===== config.mk =====
export PLATFORM = sky130hd
export DESIGN_NAME = lbq_front
export DESIGN_NICKNAME = d
export VERILOG_FILES = /design/src/lbq_pkg.sv /design/src/lbq_front.sv
export SDC_FILE = /design/constraint.sdc
export NUM_CORES = 1
export LEC_CHECK = 0
export BUFFER_PORTS_ARGS = -buffer_cell sky130_fd_sc_hd__buf_4
export CORE_MARGIN = 2
export CORE_UTILIZATION = 50
export CTS_BUF_LIST = sky130_fd_sc_hd__clkbuf_8
export DETAILED_ROUTE_END_ITERATION = 6
export PLACE_DENSITY = 0.75
export SETUP_SLACK_MARGIN = 0.1
export SLEW_MARGIN = 20
export SYNTH_ARGS = -nofsm -noshare
export SYNTH_HDL_FRONTEND = slang
export SYNTH_SLANG_ARGS = --single-unit
export TNS_END_PERCENT = 1

===== constraint.sdc =====
create_clock -name clock -period 7.3 [get_ports clock]
set_clock_uncertainty 0.05 [all_clocks]
set_input_delay 0.73 -clock clock [delete_from_list [all_inputs] [get_ports clock]]
set_output_delay 0.73 -clock clock [all_outputs]
set_load 0.005 [all_outputs]

===== src/lbq_pkg.sv =====
// Shared types and constants for the linked-block byte queue manager.
package lbq_pkg;

   // Widest classified fields for the largest supported pool.
   localparam int MAX_QW = 6;    // queue index
   localparam int MAX_BW = 10;   // block index
   localparam int MAX_OW = 9;    // offset 0..BLOCK_BYTES
   localparam int MAX_FW = 8;    // byte position within a block
   localparam int CNT_W  = 13;   // queue byte count

   typedef enum logic [3:0] {
      CMD_PUT    = 4'd0,
      CMD_GET    = 4'd1,
      CMD_ALLOC  = 4'd2,
      CMD_FREE   = 4'd3,
      CMD_DETACH = 4'd4,
      CMD_APPEND = 4'd5,
      CMD_MERGE  = 4'd6,
      CMD_WRITE  = 4'd7,
      CMD_READ   = 4'd8
   } cmd_type;

   typedef enum logic [1:0] {
      ST_OK    = 2'd0,
      ST_EMPTY = 2'd1,
      ST_NOBLK = 2'd2
   } status_type;

   typedef enum logic [4:0] {
      S_INIT, S_IDLE, S_CMD,
      S_P2, S_P3, S_G2, S_G3, S_A2, S_D2,
      S_X2, S_X3, S_XR, S_XW, S_X4, S_X5, S_X6,
      S_R2
   } state_type;

   // Request after classification: indexes reduced, bounds saturated.
   typedef struct packed {
      cmd_type             cmd;
      logic [MAX_QW-1:0]   qsel;
      logic [7:0]          data;
      logic [MAX_BW-1:0]   blk;
      logic [MAX_OW-1:0]   first;
      logic [MAX_OW-1:0]   last;
      logic [MAX_FW-1:0]   boff;
   } req_type;

endpackage


===== src/lbq_front.sv =====
// Front end: request intake, field reduction and a two-entry request queue.
module lbq_front #(
   parameter int NUM_BLOCKS  = 64,
   parameter int BLOCK_BYTES = 64,
   parameter int NUM_QUEUES  = 8
) (
   input  logic             clock,
   input  logic             reset,
   input  logic             req_valid,
   output logic             req_ready,
   input  logic [3:0]       req_command,
   input  logic [2:0]       req_queue_sel,
   input  logic [7:0]       req_data_byte,
   input  logic [5:0]       req_block_sel,
   input  logic [6:0]       req_first_in,
   input  logic [6:0]       req_last_in,
   input  logic [5:0]       req_byte_offset,
   input  logic             init_busy,
   output lbq_pkg::req_type cmd_q,
   output logic             cmd_valid,
   input  logic             cmd_pop
);
   import lbq_pkg::*;

   localparam int DEPTH = 2;

   logic [MAX_QW-1:0] q_tab [8];
   logic [MAX_BW-1:0] b_tab [64];
   logic [MAX_FW-1:0] o_tab [64];

   for (genvar gi = 0; gi < 8; gi++) begin : g_qtab
      assign q_tab[gi] = MAX_QW'(gi % NUM_QUEUES);
   end
   for (genvar gi = 0; gi < 64; gi++) begin : g_btab
      assign b_tab[gi] = MAX_BW'(gi % NUM_BLOCKS);
      assign o_tab[gi] = MAX_FW'(gi % BLOCK_BYTES);
   end

   req_type           cls;
   logic [MAX_OW-1:0] fi, li;

   always_comb begin
      fi = {2'b00, req_first_in};
      li = {2'b00, req_last_in};
      if (fi > MAX_OW'(BLOCK_BYTES)) fi = MAX_OW'(BLOCK_BYTES);
      if (li > MAX_OW'(BLOCK_BYTES)) li = MAX_OW'(BLOCK_BYTES);
      if (fi > li) fi = li;
      cls.cmd   = cmd_type'(req_command);
      cls.qsel  = q_tab[req_queue_sel];
      cls.data  = req_data_byte;
      cls.blk   = b_tab[req_block_sel];
      cls.first = fi;
      cls.last  = li;
      cls.boff  = o_tab[req_byte_offset];
   end

   req_type    ent_ff [DEPTH];
   logic       wr_ff, rd_ff;
   logic [1:0] cnt_ff;
   logic       push;

   assign req_ready = (cnt_ff != 2'(DEPTH)) && !init_busy;
   assign push      = req_valid && req_ready;
   assign cmd_valid = (cnt_ff != 2'd0);
   assign cmd_q     = ent_ff[rd_ff];

   always_ff @(posedge clock) begin
      if (push) ent_ff[wr_ff] <= cls;
   end

   always_ff @(posedge clock) begin
      if (reset) begin
         wr_ff  <= 1'b0;
         rd_ff  <= 1'b0;
         cnt_ff <= 2'd0;
      end else begin
         if (push) wr_ff <= ~wr_ff;
         if (cmd_pop) rd_ff <= ~rd_ff;
         cnt_ff <= cnt_ff + 2'(push) - 2'(cmd_pop);
      end
   end

endmodule


## Word level (Yosys, flattened, before mapping)

Memories as Yosys holds them, arrays and structs flattened. A register that Yosys moved wholly into a read port is not among the register bits.
Cells that the tools add are included.

- Logic and storage cells: 38
- Memories kept: 4
- Bits in registers: 4
- Memory bits (read-only): 1200
- Output and inout bits: 56
- Bits in writable memories: 104
- Bits of input ports: 46

- $add $sub $neg: 2
- Magnitude comparators: 6
- Multiplexer cells: 13
- Equality and inequality tests: 1
- Reductions and logical operators: 4
- Bitwise logic cells: 5

Memories:

| memory | depth | width | read ports | clocked after Yosys merged registers in | write ports | line | RTL |
|---|---|---|---|---|---|---|---|
| (name not given) | 64 | 10 | 1 | 0 | 0 | lbq_front.sv:51 | `cls.blk = b_tab[req_block_sel];` |
| (name not given) | 64 | 8 | 1 | 0 | 0 | lbq_front.sv:54 | `cls.boff = o_tab[req_byte_offset];` |
| ent_ff | 2 | 52 | 1 | 1 | 1 | lbq_front.sv:57 | `req_type ent_ff [DEPTH];` |
| (name not given) | 8 | 6 | 1 | 0 | 0 | lbq_front.sv:49 | `cls.qsel = q_tab[req_queue_sel];` |

Operators with widths:

| cell | number |
|---|---|
| 10-bit 2-to-1 mux | 2 |
| 8-bit 2-to-1 mux | 2 |
| 7-bit greater-or-equal comparator, second input constant | 2 |
| 7-bit greater-than comparator, second input constant | 2 |
| 7-bit 2-to-1 mux | 2 |
| 6-bit NOT with 7-bit output | 2 |
| 6-bit 2-to-1 mux | 2 |
| 9-bit greater-than comparator | 1 |
| 9-bit 2-to-1 mux | 1 |
| 4-bit greater-or-equal comparator, second input constant | 1 |
| 1-bit 2-to-1 mux | 4 |
| 3-bit NOT with 4-bit output | 1 |
| 2-bit by 1-bit adder with 2-bit output | 1 |
| 1-bit logical AND | 2 |
| 2-bit inequality test, second input constant | 1 |
| 1-bit NOT | 2 |
| 2-bit nonzero test | 1 |
| 2-bit by 1-bit subtractor with 2-bit output | 1 |
| 1-bit zero test | 1 |

## Depth between registers and ports, before layout

Gate-level depths: netlist (run 1).

- Depth in word-level cells: 5
- Mapped depth: 8
- Depth with buffers taken out: 8

## Least setup slack after synthesis (run 1)

OpenSTA, ideal clock, no wires.

- Path type: in2reg
- Start: in init_busy
- End: mem ent_ff[0][0] (netlist name), enable pin
- Setup time: 0.440 ns
- Setup slack: 4.127 ns
- Stages: 3
- Arrival: 2.683 ns
- Data required time: 6.810 ns
- Buffers on the path: 0
- Path through: inv_1 o211ai_1 nor2_1

- Longest elaborated chain between the ends: 5

Ends and longest elaborated chain:

| element | line | RTL |
|---|---|---|
| start: declaration | lbq_front.sv:18 | `input logic init_busy,` |
| 1-bit zero test | lbq_front.sv:62 | `assign req_ready = (cnt_ff != 2'(DEPTH)) && !init_busy;` |
| 1-bit logical AND | lbq_front.sv:62 |  |
| 1-bit logical AND | lbq_front.sv:63 | `assign push = req_valid && req_ready;` |
| 1-bit 2-to-1 mux | lbq_front.sv:68 | `if (push) ent_ff[wr_ff] <= cls;` |
| 1-bit 2-to-1 mux (implied by the code) | lbq_front.sv:68 |  |
| end: declaration | lbq_front.sv:57 |  |

Every way passes these cells.

==> impl_metrics.tcl, run 1 <==
set metrics [dict create \
    leakagePower_nw 1.78 \
    area_growth_pct 26.5 \
    synth-edff-count 82 \
    report.final.slew_viol_count 0 \
    path_cells "mux2_2, buf_4" \
    setup_slack_ns 4.60 \
    place_congestion 0.882 \
    ir_drop_v 0.000127 \
    ys_async_sr_fraction_pct 0 \
    power_density_nw_per_um2 245 \
    p_int_uw 867 \
    startpoint_type "flop" \
    synth.cell_area_um2 3600 \
    synth_warnings 0 \
    top_layer_used "met4" \
    endpoint_kind "primary output" \
    drive_above_1_share_pct 49.8 \
    relSlewSlack_pct 33.1 \
    wl_met3_um 336 \
    grt_pass1_vias 1957 \
    yosysUniqueCellTypes 21 \
    fmax_mhz 371 \
    vias 1985 \
    criticalPathCategory "reg -> out" \
    multiInputGateArea_um2 923 \
    design.core.area_um2 6870 \
    clkSlewWorstSetupHoldPaths_ns 0.08 \
    path_delay_family "flip-flops" \
    ys_seq_area_share_pct 71.2 \
    die_y_um 88.9 \
    power_frac_clock_pct 32.3 \
    via_per_inst 4.85 \
    diodes 0 \
    slowest_stage "dfxtp_2" \
    cts-root-buf "clkbuf_8" \
    ys_seq_elements 87 \
    crit_arrival_ns 1.92 \
    swShare_pct 22.3 \
    p_sw_uw 249 \
    cts_num_sinks 87 \
    setup_tns_ns 0 \
    h-tree-depth 3 \
    wirelength_um 5880 \
    cts.hold.buffers_added 0 \
    cts_setup_buffers 0 \
    status "complete, no violations" \
    worst_slew_pin_slew_ns 1.00 \
    first_pass_iters 4 \
    die_area_um2 7890 \
    postRouteAntennaNets 0 \
    ctsResizeCount 0 \
    clockBufferDepth 2 \
    rows 30 \
    drt_iter0_markers 71 \
    track_usage_pct 15.5 \
    drt-met1-wl_um 2490 \
    yosysTopAreaCell "edfxtp_1" \
    hold_viol 0 \
    drc 0 \
    start_util_pct 52.4 \
    rsz0062_at_grt "false" \
    hp-class "reg -> reg" \
    nFillCells 529 \
    grt_pass1_wl_um 9030 \
    finalCriticalPeriod_ns 2.70 \
    seq_area_um2 2560 \
    synthFlopType "edfxtp_1" \
    die_width_um 88.9 \
    overflow 0 \
    synth.avg_cell_area_um2 16.8 \
    synth_common_cells "edfxtp_1 (82), mux2_2 (46), buf_4 (13), inv_1 (13), nand2_1 (10)" \
    dp_hpwl_um 4060 \
    yosys.cell_count.top_type "edfxtp_1" \
    synth_top_area_share_pct 68.4 \
    wl_per_cell_um 14.4 \
    cts_buffers 9 \
    nets 363 \
    required_ns 6.52 \
    antenna_found_initial 0 \
    final-setup-viol-count 0 \
    finalCritPeriodShare_pct 37.0 \
    p_comb_share_pct 14.2 \
    crit_fanout 41 \
    yosys-top-cells-area "edfxtp_1 (68%), mux2_2 (14%), ha_1 (3.1%), dfxtp_1 (2.8%), buf_4 (2.7%)" \
    num_io_pins 102 \
    io_buffers 88 \
    share_seq_of_total_power_pct 53.6 \
    grt_max_degree 42 \
    max_stage_delay_ns 1.00 \
    route.met2.wl_um 3000 \
    critPathBufInv 1 \
    clk-insertion-delay-late_ns 0.34 \
    cts_tree "done" \
    syn_inst 214 \
    post-place-ws_ns 4.47 \
    maxCapViolations 0 \
]
[flip-flops by register name, indices dropped and copies added (netlist names), named ones only]
register,cells
cnt_ff,2
wr_ff,1
rd_ff,1
ent_ff,82
[logic make-up after synthesis]
| group | share of synthesized area [%] |
|---|---|
| DFF | 71.2 |
| muxes | 14.7 |
| buffers and inverters | 4.83 |
| xor gates and xnor gates | 0.973 |
| adders and majority gates | 3.13 |
| other | 0.104 |
| AOI/OAI and AO/OA | 2.12 |
| and+or+nand+nor | 2.99 |
[power by group through the flow]
stage / Combinational, mW / Clock [mW] / Sequential (mW)
floorplan: 0.0930 / 0 / 0.600
global route: 0.175 / 0.387 / 0.602
detailed placement: 0.160 / 0 / 0.610
CTS: 0.161 / 0.369 / 0.599
global placement: 0.157 / 0 / 0.609
finish: 0.158 / 0.360 / 0.598
[path summary, 6_finish.rpt]
check                                     startpoint                      end  slack (ns)  cells after the start
worst min register to register    rd_ff$_SDFFE_PP0P_       rd_ff$_SDFFE_PP0P_        0.48                      2
worst max register to register  cnt_ff[1]$_SDFF_PP0_  ent_ff[1][20]$_DFFE_PP_        5.26                      4
worst min-delay path              rd_ff$_SDFFE_PP0P_       rd_ff$_SDFFE_PP0P_        0.48                      2
worst max-delay path                            flop                cmd_q[17]        4.60                      2
[layer usage]
layer,GRT usage (%),vias to the layer above
li1,-,952
met1,19.5,960
met2,26.1,64
met5,0,-
met3,3.82,9
met4,5.79,0
[cell type report]
class | instances | share of cell area, %
Sequential cell | 87 | 56.3
Multi-Input combinational cell | 107 | 20.3
Timing Repair Buffer | 90 | 14.8
Clock buffer | 9 | 2.72
Tap cell | 96 | 2.64
Clock inverter | 7 | 2.12
Inverter | 13 | 1.07
[placed cells by master, fill, tap and decap left out, types with 2 or more instances in the layout]
cell	n
conb_1	13
buf_4	90
mux2_2	46
xnor2_1	4
bufinv_16	2
a21oi_1	4
dfxtp_1	4
inv_1	13
edfxtp_1	82
nand2_1	10
clkinvlp_4	2
nor2_4	2
o21ai_0	2
ha_1	9
nor2b_1	6
nor2_1	5
clkbuf_8	9
[worst min-delay path, stage by stage (launching register included)]
cell and delay [ns]:
dfxtp_1 0.34, xnor2_1 0.09, nor2_1 0.08
[per-stage QoR]
step           util (%)  instance area (µm²)  std cells  hold WS (ns)  power, mW
6_report           66.3                 4550        409         0.481       1.12
2_1_floorplan         -                 3640        226         0.430      0.693
3_5_place_dp       63.1                 4330        393         0.458      0.770
3_3_place_gp       63.1                 4330        393         0.444      0.766
5_1_grt            66.3                 4550        409         0.498       1.16
4_1_cts            66.3                 4550        409         0.483       1.13
Note: power is estimated with default switching activity, not from simulation.
==> inputs of run 2 (changes only) <==
--- a/config.mk
+++ b/config.mk
@@ -5,6 +5,7 @@
 export SDC_FILE = /design/constraint.sdc
 export NUM_CORES = 1
 export LEC_CHECK = 0
+export ABC_AREA = 1
 export BUFFER_PORTS_ARGS = -buffer_cell sky130_fd_sc_hd__buf_4
 export CORE_MARGIN = 2
 export CORE_UTILIZATION = 50
==> constraint.sdc (replaced) <==
create_clock -name clock -period 2.7 [get_ports clock]
set_clock_uncertainty 0.05 [all_clocks]
set_input_delay 0.27 -clock clock [delete_from_list [all_inputs] [get_ports clock]]
set_output_delay 0.27 -clock clock [all_outputs]
set_load 0.005 [all_outputs]
==> impl_metrics.tcl, run 2 <==
set metrics [dict create \
    status "complete, no violations" \
    worst_slew_pin_slew_ns 0.582 \
    final-setup-viol-count 0 \
    synth.cell_area_um2 3730 \
    reg2reg_to "ent_ff[0][29]$_DFFE_PP_" \
    reg.largest.list "ent_ff (82), cnt_ff (2)" \
    report.final.slew_viol_count 0 \
    r2r_slack_ns 0.81 \
    yosysTopAreaCell "edfxtp_1" \
    antenna_found_initial 0 \
    postRouteAntennaNets 0 \
    wl_per_cell_um 14.9 \
    multiInputGateArea_um2 1010 \
    design.core.area_um2 7250 \
    area_growth_pct 26.2 \
    clk-insertion-delay-late_ns 0.34 \
    ys_seq_elements 87 \
    overflow 0 \
    largest_reg_flops 82 \
    syn_inst 247 \
    place_congestion 0.830 \
    hp-class "in -> reg" \
    cts.hold.buffers_added 0 \
    cts_buffers 9 \
    cts_num_sinks 87 \
    grt_pass1_wl_um 10800 \
    synth-edff-count 82 \
    share_seq_of_total_power_pct 52.7 \
    cts_tree "done" \
    yosysUniqueCellTypes 27 \
    cts_setup_buffers 0 \
    startpoint_type "flop" \
    finalCritPeriodShare_pct 76.5 \
    grt_pass1_vias 2168 \
    start_util_pct 51.5 \
    fmax_mhz 484 \
    die_width_um 90.4 \
    power_frac_clock_pct 33.4 \
    clkSlewWorstSetupHoldPaths_ns 0.09 \
    largest_register "ent_ff" \
    die_y_um 90.4 \
    leakagePower_nw 1.92 \
    grt_max_degree 26 \
    criticalPathCategory "reg -> out" \
    ys_seq_area_share_pct 68.6 \
    maxCapViolations 0 \
    timing.reg2reg.worst_path_depth 5 \
    seq_area_um2 2560 \
    p_comb_share_pct 13.9 \
    ys_async_sr_fraction_pct 0 \
    ir_drop_v 0.000323 \
    rsz0062_at_grt "false" \
    die_area_um2 8170 \
    hold_slack_ns 0.0523 \
    rr_startpoint "cnt_ff[0]$_SDFF_PP0_" \
    first_pass_iters 4 \
    h-tree-depth 3 \
    synthFlopType "edfxtp_1" \
    nets 400 \
    relSlewSlack_pct 61.1 \
    finalCriticalPeriod_ns 2.06 \
    synth_warnings 0 \
    track_usage_pct 17.2 \
    required_ns 2.38 \
    drive_above_1_share_pct 35.7 \
    rows 31 \
    final_cell_mix "buf_4 (93), edfxtp_1 (82), mux2_1 (40), nand2_1 (30), inv_1 (16)" \
    wirelength_um 6690 \
    synth_top_area_share_pct 66.0 \
    clockBufferDepth 2 \
    drc 0 \
    num_io_pins 102 \
    critical_path.endpoint "cmd_q[46]" \
    dp_hpwl_um 4910 \
    crit_fanout 25 \
    yosys.cell_count.top_type "edfxtp_1" \
    via_per_inst 4.84 \
    ctsResizeCount 0 \
    crit_arrival_ns 1.74 \
    layout_commonest_cell "buf_4" \
    synth.avg_cell_area_um2 15.1 \
    yosys-top-cells-area "edfxtp_1 (66%), mux2_1 (12%), ha_1 (3.0%), nand2_1 (3.0%), dfxtp_1 (2.7%)" \
    hold_viol 0 \
    p_int_mw 2.30 \
    cts-root-buf "clkbuf_8" \
    setup_tns_ns 0 \
    swShare_pct 23.2 \
    synth_common_cells "edfxtp_1 (82), mux2_1 (40), nand2_1 (30), inv_1 (16)" \
    p_sw_uw 694 \
    drt_iter0_markers 56 \
    post-route-util_pct 65.0 \
    nFillCells 558 \
    io_buffers 88 \
    power_density_nw_per_um2 636 \
    diodes 0 \
    vias 2171 \
    endpoint_kind "primary output" \
]
[run 2: changes by cell type in the layout (fill, tap and decap cells not counted), moves of 3 or more]
cell | previous run | this run
mux2_1 | 0 | 40
nand3_1 | 0 | 8
nor2b_1 | 6 | 0
buf_4 | 90 | 93
nor2_1 | 5 | 11
nand2_1 | 10 | 30
a21boi_1 | 0 | 5
mux2_2 | 46 | 1
inv_1 | 13 | 16
[run 2: layer usage]
layer	vias to the layer above	wire (µm)	track usage (%)
li1	1053	-	-
met1	1044	2820	22.3
met2	67	3470	29.0
met3	7	349	4.92
met4	0	57	3.85
met5	-	0	0
[run 2: worst max-delay path, cell delays in order (launching register included)]
cell	delay (ns)
dfxtp_2	0.64
buf_12	0.25
mux2_1	0.36
buf_4	0.15
[run 2: layout make-up]
class,instances,area share [%]
inverters,18,1.43
clock inverters,7,2.20
repair buffers,94,15.2
clock buffers,9,2.63
well taps,99,2.63
multi-input cells,135,21.5
flip-flops and latches,87,54.4
[run 2: worst min-delay path by stage]
stage                                start                      end  slack, ns  cells past startpoint
after floorplan                      reset       wr_ff$_SDFFE_PP0P_       0.29                      1
after global placement    req_block_sel[0]  ent_ff[0][24]$_DFFE_PP_       0.41                      1
after detailed placement  req_block_sel[4]  ent_ff[0][28]$_DFFE_PP_       0.41                      1
after CTS                 req_block_sel[4]  ent_ff[0][28]$_DFFE_PP_       0.04                      1
after global routing      req_block_sel[4]  ent_ff[0][28]$_DFFE_PP_       0.03                      1
final                     req_block_sel[2]  ent_ff[1][26]$_DFFE_PP_       0.05                      1
[run 2: power groups by stage]
stage               registers, mW  logic, mW  clock network (mW)
finish                       1.58      0.416                1.00
global route                 1.59      0.464                1.07
CTS                          1.58      0.423                1.02
detailed placement           1.61      0.420                   0
global placement             1.61      0.411                   0
floorplan                    1.60      0.235                   0
[run 2: through the flow]
step / power [mW] / instance area [µm²] / worst slack (ns) / instances
5_1_grt: 3.12 / 4710 / 0.501 / 449
3_5_place_dp: 2.03 / 4490 / 0.461 / 433
2_1_floorplan: 1.83 / 3780 / -0.168 / 259
6_report: 3.00 / 4710 / 0.635 / 449
3_3_place_gp: 2.02 / 4490 / 0.540 / 433
4_1_cts: 3.02 / 4710 / 0.595 / 449
[run 2: logic make-up (layout without fill, tap and decap cells)]
| kind of cell | count (synthesis) | count (layout) | synth area share, % |
|---|---|---|---|
| flip-flops | 87 | 87 | 68.6 |
| AND/OR/NAND/NOR | 59 | 59 | 7.47 |
| XOR/XNOR | 2 | 2 | 0.469 |
| AO/OA/AOI/OAI | 11 | 11 | 2.08 |
| other | 1 | 13 | 0.100 |
| adder cells (fa/ha/maj) | 9 | 9 | 3.02 |
| buffers and inverters | 37 | 128 | 5.86 |
| multiplexers | 41 | 41 | 12.4 |
